## src/rtl/core/cfmm_pkg.sv

```systemverilog
// ----------------------------------------------------------------------------
// cfmm_pkg: shared types and constants of the circular min/max FIFO
// Queue depth, field widths, operation and status codes, and the structs
// that pass between the sequencer, the compare unit and the top level.
// ----------------------------------------------------------------------------
`default_nettype none

package cfmm_pkg;

   localparam int DEPTH  = 8;
   localparam int WORD_W = 32;
   localparam int PTR_W  = (DEPTH > 1) ? $clog2(DEPTH) : 1;
   localparam int CNT_W  = $clog2(DEPTH + 1);
   localparam int OCC_W  = 4;

   typedef enum logic [1:0] {
      MODE_INSERT  = 2'd0,
      MODE_REMOVE  = 2'd1,
      MODE_INSPECT = 2'd2
   } mode_type;

   typedef enum logic [1:0] {
      STATUS_OK    = 2'd0,
      STATUS_FULL  = 2'd1,
      STATUS_EMPTY = 2'd2
   } status_type;

   // one step of the shared min/max compare unit
   typedef struct packed {
      logic                     en;
      logic                     first;
      logic signed [WORD_W-1:0] word;
   } scan_ctl_type;

   typedef struct packed {
      logic signed [WORD_W-1:0] greatest_word;
      logic signed [WORD_W-1:0] least_word;
      logic                     has_data;
      logic [OCC_W-1:0]         occupancy;
      logic [1:0]               status;
      logic signed [WORD_W-1:0] removed_word;
   } rsp_type;

   function automatic logic [PTR_W-1:0] ptr_next(input logic [PTR_W-1:0] p);
      logic [PTR_W-1:0] r;
      if (p == PTR_W'(DEPTH - 1)) begin
         r = '0;
      end else begin
         r = p + 1'b1;
      end
      return r;
   endfunction

endpackage

`default_nettype wire

```

## src/rtl/core/circular_fifo_min_max_core.sv

```systemverilog
// ----------------------------------------------------------------------------
// circular_fifo_min_max_core: circular FIFO with min/max report
// Bounded queue of signed words; every beat inserts, removes or inspects and
// returns occupancy and the least and greatest held word.
// ----------------------------------------------------------------------------
//  channel  dir  payload
//  req_     in   tuser: mode; tdata: value
//  rsp_     out  tdata: removed_word, status, occupancy, has_data,
//                       least_word, greatest_word
//
//  A new request is taken only once the scan of the previous item, over all
//  slots occupied after its operation, is done and its result is in the
//  output register: the slot memory has one read port and the scan folds one slot per cycle.
//  Reset clears pointers and count; slot contents are not cleared.
//  A stalled result sits in the output register; the next request is
//  accepted meanwhile, and its result waits until that register frees.
// ----------------------------------------------------------------------------
`default_nettype none

module circular_fifo_min_max_core
   import cfmm_pkg::*;
(
   input  wire          clock,
   input  wire          reset,
   input  wire          req_tvalid,
   output logic         req_tready,
   input  wire  [1:0]   req_tuser,    // [1:0] mode
   input  wire  [31:0]  req_tdata,    // [31:0] value
   output logic         rsp_tvalid,
   input  wire          rsp_tready,
   output logic [103:0] rsp_tdata     // [31:0] removed_word, [33:32] status,
                                      // [37:34] occupancy, [38] has_data,
                                      // [70:39] least_word,
                                      // [102:71] greatest_word, [103] zero
);

   logic                     seq_idle;
   logic                     seq_done;
   logic                     out_free;
   rsp_type                  seq_rsp;
   scan_ctl_type             scan_ctl;
   logic signed [WORD_W-1:0] unit_least;
   logic signed [WORD_W-1:0] unit_greatest;

   rsp_type                  rsp_ff;
   logic                     rsp_valid_ff;
   logic                     rsp_valid_in;

   assign req_tready = seq_idle;
   assign out_free   = !rsp_valid_ff || rsp_tready;

   cfmm_seq u_seq (
      .clock         (clock),
      .reset         (reset),
      .item_valid    (req_tvalid && req_tready),
      .item_mode     (req_tuser),
      .item_value    (req_tdata),
      .out_free      (out_free),
      .least_word    (unit_least),
      .greatest_word (unit_greatest),
      .idle          (seq_idle),
      .done          (seq_done),
      .rsp           (seq_rsp),
      .scan_ctl      (scan_ctl)
   );

   cfmm_minmax_unit u_minmax (
      .clock         (clock),
      .ctl           (scan_ctl),
      .least_word    (unit_least),
      .greatest_word (unit_greatest)
   );

   always_comb begin
      rsp_valid_in = rsp_valid_ff;
      if (rsp_tready) begin
         rsp_valid_in = 1'b0;
      end
      if (seq_done) begin
         rsp_valid_in = 1'b1;
      end
   end

   always_ff @(posedge clock) begin
      if (reset) begin
         rsp_valid_ff <= 1'b0;
      end else begin
         rsp_valid_ff <= rsp_valid_in;
      end
      if (seq_done) begin
         rsp_ff <= seq_rsp;
      end
   end

   assign rsp_tvalid = rsp_valid_ff;
   assign rsp_tdata  = {1'b0, rsp_ff};

   // one item at a time: no second accept right after an accept
   assert property (@(posedge clock) disable iff (reset)
      (req_tvalid && req_tready) |=> !req_tready)
      else $error("request accepted while an item is in progress");

   // an empty queue reports zero bounds
   assert property (@(posedge clock) disable iff (reset)
      (rsp_valid_ff && !rsp_ff.has_data) |->
         (rsp_ff.least_word == '0 && rsp_ff.greatest_word == '0))
      else $error("bounds not zero on empty queue");

   // scan result is ordered
   assert property (@(posedge clock) disable iff (reset)
      (rsp_valid_ff && rsp_ff.has_data) |-> (rsp_ff.least_word <= rsp_ff.greatest_word))
      else $error("least word above greatest word");

   // a refused operation returns no word
   assert property (@(posedge clock) disable iff (reset)
      (rsp_valid_ff && rsp_ff.status != STATUS_OK) |-> (rsp_ff.removed_word == '0))
      else $error("removed word set on refused operation");

endmodule

`default_nettype wire

```

## src/rtl/core/cfmm_minmax_unit.sv

```systemverilog
// ----------------------------------------------------------------------------
// cfmm_minmax_unit: running minimum and maximum
// Folds one stored word per step into the running least and greatest word;
// the first word of a scan restarts both.
// ----------------------------------------------------------------------------
`default_nettype none

module cfmm_minmax_unit
   import cfmm_pkg::*;
(
   input  wire                            clock,
   input  wire scan_ctl_type              ctl,
   output logic signed [WORD_W-1:0]       least_word,
   output logic signed [WORD_W-1:0]       greatest_word
);

   logic signed [WORD_W-1:0] least_ff;
   logic signed [WORD_W-1:0] least_in;
   logic signed [WORD_W-1:0] greatest_ff;
   logic signed [WORD_W-1:0] greatest_in;

   always_comb begin
      least_in    = least_ff;
      greatest_in = greatest_ff;
      if (ctl.first || (ctl.word < least_ff)) begin
         least_in = ctl.word;
      end
      if (ctl.first || (ctl.word > greatest_ff)) begin
         greatest_in = ctl.word;
      end
   end

   always_ff @(posedge clock) begin
      if (ctl.en) begin
         least_ff    <= least_in;
         greatest_ff <= greatest_in;
      end
   end

   assign least_word    = least_ff;
   assign greatest_word = greatest_ff;

endmodule

`default_nettype wire

```

## src/rtl/core/cfmm_seq.sv

```systemverilog
// ----------------------------------------------------------------------------
// cfmm_seq: queue store and operation sequencer
// Holds the slot memory and the pointers, applies one operation, then walks
// the occupied slots one per cycle through the compare unit.
// ----------------------------------------------------------------------------
`default_nettype none

module cfmm_seq
   import cfmm_pkg::*;
(
   input  wire                           clock,
   input  wire                           reset,
   input  wire                           item_valid,
   input  wire [1:0]                     item_mode,
   input  wire [WORD_W-1:0]              item_value,
   input  wire                           out_free,
   input  wire signed [WORD_W-1:0]       least_word,
   input  wire signed [WORD_W-1:0]       greatest_word,
   output logic                          idle,
   output logic                          done,
   output rsp_type                       rsp,
   output scan_ctl_type                  scan_ctl
);

   typedef enum logic [1:0] {
      ST_IDLE,
      ST_EXEC,
      ST_SCAN,
      ST_DONE
   } state_type;

   logic [WORD_W-1:0] mem [DEPTH];

   state_type         state_ff, state_in;
   logic [PTR_W-1:0]  head_ff, head_in;
   logic [PTR_W-1:0]  tail_ff, tail_in;
   logic [CNT_W-1:0]  count_ff, count_in;
   logic [PTR_W-1:0]  scan_ptr_ff, scan_ptr_in;
   logic [CNT_W-1:0]  scan_left_ff, scan_left_in;
   logic              rd_valid_ff, rd_valid_in;
   logic              rd_removed_ff, rd_removed_in;
   logic              first_ff, first_in;
   logic [1:0]        mode_ff, mode_in;
   logic [WORD_W-1:0] value_ff, value_in;
   status_type        status_ff, status_in;
   logic [WORD_W-1:0] removed_ff, removed_in;
   logic [WORD_W-1:0] rd_data_ff;

   logic              rd_en;
   logic [PTR_W-1:0]  rd_addr;
   logic              wr_en;

   always_comb begin
      state_in      = state_ff;
      head_in       = head_ff;
      tail_in       = tail_ff;
      count_in      = count_ff;
      scan_ptr_in   = scan_ptr_ff;
      scan_left_in  = scan_left_ff;
      rd_removed_in = rd_removed_ff;
      first_in      = first_ff;
      mode_in       = mode_ff;
      value_in      = value_ff;
      status_in     = status_ff;
      removed_in    = removed_ff;
      rd_en         = 1'b0;
      rd_addr       = scan_ptr_ff;
      wr_en         = 1'b0;
      done          = 1'b0;

      unique case (state_ff)
         ST_IDLE: begin
            if (item_valid) begin
               mode_in  = item_mode;
               value_in = item_value;
               state_in = ST_EXEC;
            end
         end
         ST_EXEC: begin
            status_in  = STATUS_OK;
            removed_in = '0;
            case (mode_ff)
               MODE_INSERT: begin
                  if (count_ff == CNT_W'(DEPTH)) begin
                     status_in = STATUS_FULL;
                  end else begin
                     wr_en    = 1'b1;
                     tail_in  = ptr_next(tail_ff);
                     count_in = count_ff + 1'b1;
                  end
               end
               MODE_REMOVE: begin
                  if (count_ff == '0) begin
                     status_in = STATUS_EMPTY;
                  end else begin
                     rd_en         = 1'b1;
                     rd_addr       = head_ff;
                     rd_removed_in = 1'b1;
                     head_in       = ptr_next(head_ff);
                     count_in      = count_ff - 1'b1;
                  end
               end
               default: begin
               end
            endcase
            scan_ptr_in  = head_in;
            scan_left_in = count_in;
            first_in     = 1'b1;
            state_in     = ST_SCAN;
         end
         ST_SCAN: begin
            // capture the removed word when its read returns
            if (rd_valid_ff && rd_removed_ff) begin
               removed_in = rd_data_ff;
            end
            if (rd_valid_ff && !rd_removed_ff) begin
               first_in = 1'b0;
            end
            if (scan_left_ff != '0) begin
               rd_en         = 1'b1;
               rd_addr       = scan_ptr_ff;
               rd_removed_in = 1'b0;
               scan_ptr_in   = ptr_next(scan_ptr_ff);
               scan_left_in  = scan_left_ff - 1'b1;
            end else begin
               // last read data is folded this cycle
               state_in = ST_DONE;
            end
         end
         ST_DONE: begin
            if (out_free) begin
               done     = 1'b1;
               state_in = ST_IDLE;
            end
         end
         default: begin
            state_in = ST_IDLE;
         end
      endcase

      rd_valid_in = rd_en;
   end

   always_ff @(posedge clock) begin
      if (reset) begin
         state_ff    <= ST_IDLE;
         head_ff     <= '0;
         tail_ff     <= '0;
         count_ff    <= '0;
         rd_valid_ff <= 1'b0;
      end else begin
         state_ff    <= state_in;
         head_ff     <= head_in;
         tail_ff     <= tail_in;
         count_ff    <= count_in;
         rd_valid_ff <= rd_valid_in;
      end
      scan_ptr_ff   <= scan_ptr_in;
      scan_left_ff  <= scan_left_in;
      rd_removed_ff <= rd_removed_in;
      first_ff      <= first_in;
      mode_ff       <= mode_in;
      value_ff      <= value_in;
      status_ff     <= status_in;
      removed_ff    <= removed_in;
   end

   always_ff @(posedge clock) begin
      if (wr_en) begin
         mem[tail_ff] <= value_ff;
      end
   end

   always_ff @(posedge clock) begin
      if (rd_en) begin
         rd_data_ff <= mem[rd_addr];
      end
   end

   assign idle = (state_ff == ST_IDLE);

   assign scan_ctl.en    = (state_ff == ST_SCAN) && rd_valid_ff && !rd_removed_ff;
   assign scan_ctl.first = first_ff;
   assign scan_ctl.word  = rd_data_ff;

   always_comb begin
      rsp.removed_word  = removed_ff;
      rsp.status        = status_ff;
      rsp.occupancy     = OCC_W'(count_ff);
      rsp.has_data      = (count_ff != '0);
      rsp.least_word    = rsp.has_data ? least_word : '0;
      rsp.greatest_word = rsp.has_data ? greatest_word : '0;
   end

endmodule

`default_nettype wire
```

## config.mk

```make
export PLATFORM = sky130hd
export DESIGN_NAME = circular_fifo_min_max_core
export DESIGN_NICKNAME = d
export VERILOG_FILES = /design/src/rtl/core/cfmm_pkg.sv /design/src/rtl/core/circular_fifo_min_max_core.sv /design/src/rtl/core/cfmm_minmax_unit.sv /design/src/rtl/core/cfmm_seq.sv
export SDC_FILE = /design/constraint.sdc
export NUM_CORES = 1
export LEC_CHECK = 0
export BUFFER_PORTS_ARGS = -buffer_cell sky130_fd_sc_hd__buf_2
export CORE_UTILIZATION = 61
export DETAILED_ROUTE_END_ITERATION = 7
export HOLD_SLACK_MARGIN = 0.06
export PLACE_DENSITY = 0.81
export SETUP_SLACK_MARGIN = 0.15
export SLEW_MARGIN = 20
export SYNTH_ARGS = -nofsm -noshare
export SYNTH_HDL_FRONTEND = slang
export SYNTH_HIERARCHICAL = 1
export SYNTH_SLANG_ARGS = --single-unit
```

## constraint.sdc

```tcl
create_clock -name clock -period 6.9 [get_ports clock]
set_input_delay 1.38 -clock clock [delete_from_list [all_inputs] [get_ports clock]]
set_output_delay 1.38 -clock clock [all_outputs]
set_load 0.02 [all_outputs]
```

==> results.json <==
{
  "status": "finished clean",
  "crit_buf_inv": 4,
  "rr_worst_depth": 10,
  "final_area_um2": 26600,
  "netlist_area_um2": 23600,
  "fin_setup_tns_ns": 0,
  "cts_setup_buffers": 0,
  "cts-htree-levels": 2,
  "post_synth.cell_area_avg_um2": 14.4,
  "cpMostUsedCell": "buf_4",
  "initial_core_util_pct": 62.3,
  "hold_buffers": 0,
  "start_kind": "flip-flop",
  "ys_types": 63,
  "ir_worst_vdd_uv": 232,
  "cp.required_ns": 7.23,
  "clock_path_buffers": 3,
  "worstHoldPathType": "flip-flop to flip-flop",
  "drc": 0,
  "rsz0062_at_grt": "false",
  "clk_pin_slew_worst_paths_ns": 0.06,
  "die_w_um": 199,
  "viasPerCell": 6.20,
  "num_vias": 14400,
  "tightestPinTransition_ns": 1.06,
  "finalMaxSlewViolations": 0,
  "fin_skew_ns": 0.0145,
  "yosysSeqAreaShare_pct": 69.0,
  "clk_latency_ns": 0.59,
  "min_path_cells": 0,
  "root_buffer": "clkbuf_16",
  "fin_hold_ws_ns": 0.417,
  "synth_edf_count": 532,
  "numCtsBuffers": 53,
  "cp-end-kind": "flip-flop",
  "max_freq_mhz": 249,
  "final_antenna_net_count": 0,
  "post-route-period-util_pct": 58.2,
  "die_area_um2": 39400,
  "powerDensity_nw_per_um2": 366,
  "cts_tree": "built",
  "antenna_cells": 0,
  "die_h_um": 199,
  "crit_path_max_incr_delay_ns": 0.71,
  "crit_family": "buffers and inverters",
  "grt_pass1_vias": 14300,
  "cp.arrival_ns": 4.34,
  "yosys_warnings": 6,
  "core_area_um2": 37800,
  "antenna_found_initial": 0,
  "synth_area_leaders": "edfxtp_1 (68%), ha_1 (4.0%), nand2b_1 (3.6%), and2_1 (2.7%), a311oi_1 (2.5%)",
  "gp_congestion": 0.874,
  "slew_headroom_pct": 29.4,
  "grt_max_degree": 93,
  "hold_viol": 0,
  "grt_use_total_pct": 25.7,
  "routed_wl_um": 49900,
  "path_cells": "inv_1 > ha_1 > nor3b_4 > inv_4 > nand2_8 > buf_4 > a31oi_2 > buf_4 > o22ai_1 > a221o_1",
  "grt_overflow": 0,
  "synth_largest_area_cell": "edfxtp_1",
  "dr.pass1.iters": 5,
  "crit_path_top_delay_cell": "a31oi_2",
  "p_leak_nw": 9.30,
  "period_needed_ns": 4.01,
  "avgRoutedWirePerCell_um": 21.6,
  "netlist_instances": 1640,
  "rows": 71,
  "place_area_um2": 24800,
  "drive_above_1_share_pct": 16.9,
  "async_flop_share_pct": 0,
  "path_depth": 10,
  "finalSetupViolCount": 0,
  "synthesis.nets": 1754,
  "port_buffers": 142,
  "cts_resized": 0,
  "drt_iter0_drc": 1509,
  "num-nets-final": 1876,
  "rrSetupSlack_ns": 2.89,
  "power_mw": 9.74,
  "area_growth_pct": 12.8,
  "critPathKind": "flip-flop to flip-flop",
  "ioPinCount": 144,
  "synth_common_cells": "edfxtp_1 (532), nand2b_1 (134), and2_1 (101)",
  "grt_pass1_wl_um": 77000,
  "cap_violations": 0,
  "critPathMaxFanout": 73,
  "hpwl_um": 30200,
  "synth.most_common_cell": "edfxtp_1",
  "ys_ff_latch": 546,
  "ys.flop_type": "edfxtp_1",
  "cts_sinks": 546,
  "synth_top_area_share_pct": 67.8
}
[logic make-up after synthesis]
family	count (synthesis)	share of synthesized area (%)
xor+xnor	5	0.186
buf+inv	181	3.12
flops	546	69.0
simple gates	411	9.80
other cells	1	0.0159
fa+ha+maj	76	4.03
compound gates	350	10.5
mux	70	3.37
[final timing paths]
path                                        endpoint                  from
worst max-delay path            u_seq/rd_data_ff[13]     u_seq/count_ff[0]
worst max register to register  u_seq/rd_data_ff[13]     u_seq/count_ff[0]
worst min register to register         rsp_tdata[19]  u_seq/removed_ff[19]
worst min-delay path                   rsp_tdata[19]  u_seq/removed_ff[19]
[layout by cell type (no fill, tap or decap), drive strengths merged, types with 9 or more instances in the layout]
| cell type | n |
|---|---|
| a211oi | 68 |
| a21oi | 99 |
| a221o | 34 |
| a311oi | 66 |
| and2 | 102 |
| buf | 170 |
| bufinv | 9 |
| clkbuf | 62 |
| clkinv | 26 |
| dfxtp | 14 |
| edfxtp | 532 |
| ha | 76 |
| inv | 77 |
| mux2 | 64 |
| nand2 | 96 |
| nand2b | 135 |
| nand4 | 13 |
| nor2 | 24 |
| nor3 | 13 |
| o21ai | 18 |
| o22ai | 33 |
[power by group]
| part | total, mW | internal [mW] | switching [mW] | leakage, nW |
|---|---|---|---|---|
| Combinational | 2.32 | 0.830 | 1.49 | 3.47 |
| Clock | 2.95 | 1.76 | 1.19 | 0.878 |
| Sequential | 4.47 | 4.22 | 0.247 | 4.96 |
| Total | 9.74 | 6.81 | 2.93 | 9.30 |
[routing by layer]
layer	wire length, um	vias to the layer above	track usage [%]
met3	3650	151	3.90
met1	20100	7012	33.2
met2	24400	705	43.0
met5	0	-	0
li1	-	6491	-
met4	1750	0	12.0
[sequential cells by signal, summed over array words and instances (netlist names)]
register and cells:
u_seq/rd_data_ff 32, u_minmax/greatest_word 32, u_seq/value_ff 32, u_seq/head_ff 3, u_seq/mem 256, u_seq/rd_removed_ff 1, u_seq/first_ff 1, u_seq/scan_ptr_ff 3
rsp_tvalid 1, u_seq/scan_left_ff 4, u_seq/status_ff 2, u_seq/mode_ff 2, u_seq/tail_ff 3, u_seq/count_ff 4, u_seq/state_ff 2, rsp_tdata 103
u_seq/rd_valid_ff 1, u_minmax/least_word 32, u_seq/removed_ff 32
[stage by stage]
step / util (%) / instances / setup slack (ns)
3_5_place_dp: 65.6 / 2218 / 2.88
5_1_grt: 70.3 / 2315 / 2.67
2_1_floorplan: - / 1640 / 1.88
3_3_place_gp: 65.6 / 2218 / 3.10
4_1_cts: 70.3 / 2315 / 2.85
6_report: 70.3 / 2315 / 2.89
[worst reg2reg max path: cells and delay by family, from the launching register on]
| family | cells | cell delay, ns |
|---|---|---|
| fa+ha+maj | 1 | 0.29 |
| buf+inv | 4 | 1.42 |
| simple gates | 2 | 0.49 |
| compound gates | 3 | 1.18 |
| flops | 1 | 0.39 |
[area by class of cell]
class | count | area (um^2)
flip-flops and latches | 546 | 16300
fillers | 2402 | 11200
inverters | 78 | 295
multi-input cells | 913 | 6700
clock inverters | 35 | 404
well taps | 511 | 639
repair buffers | 170 | 921
clock buffers | 62 | 1380
Note: power is estimated with default switching activity, not from simulation.
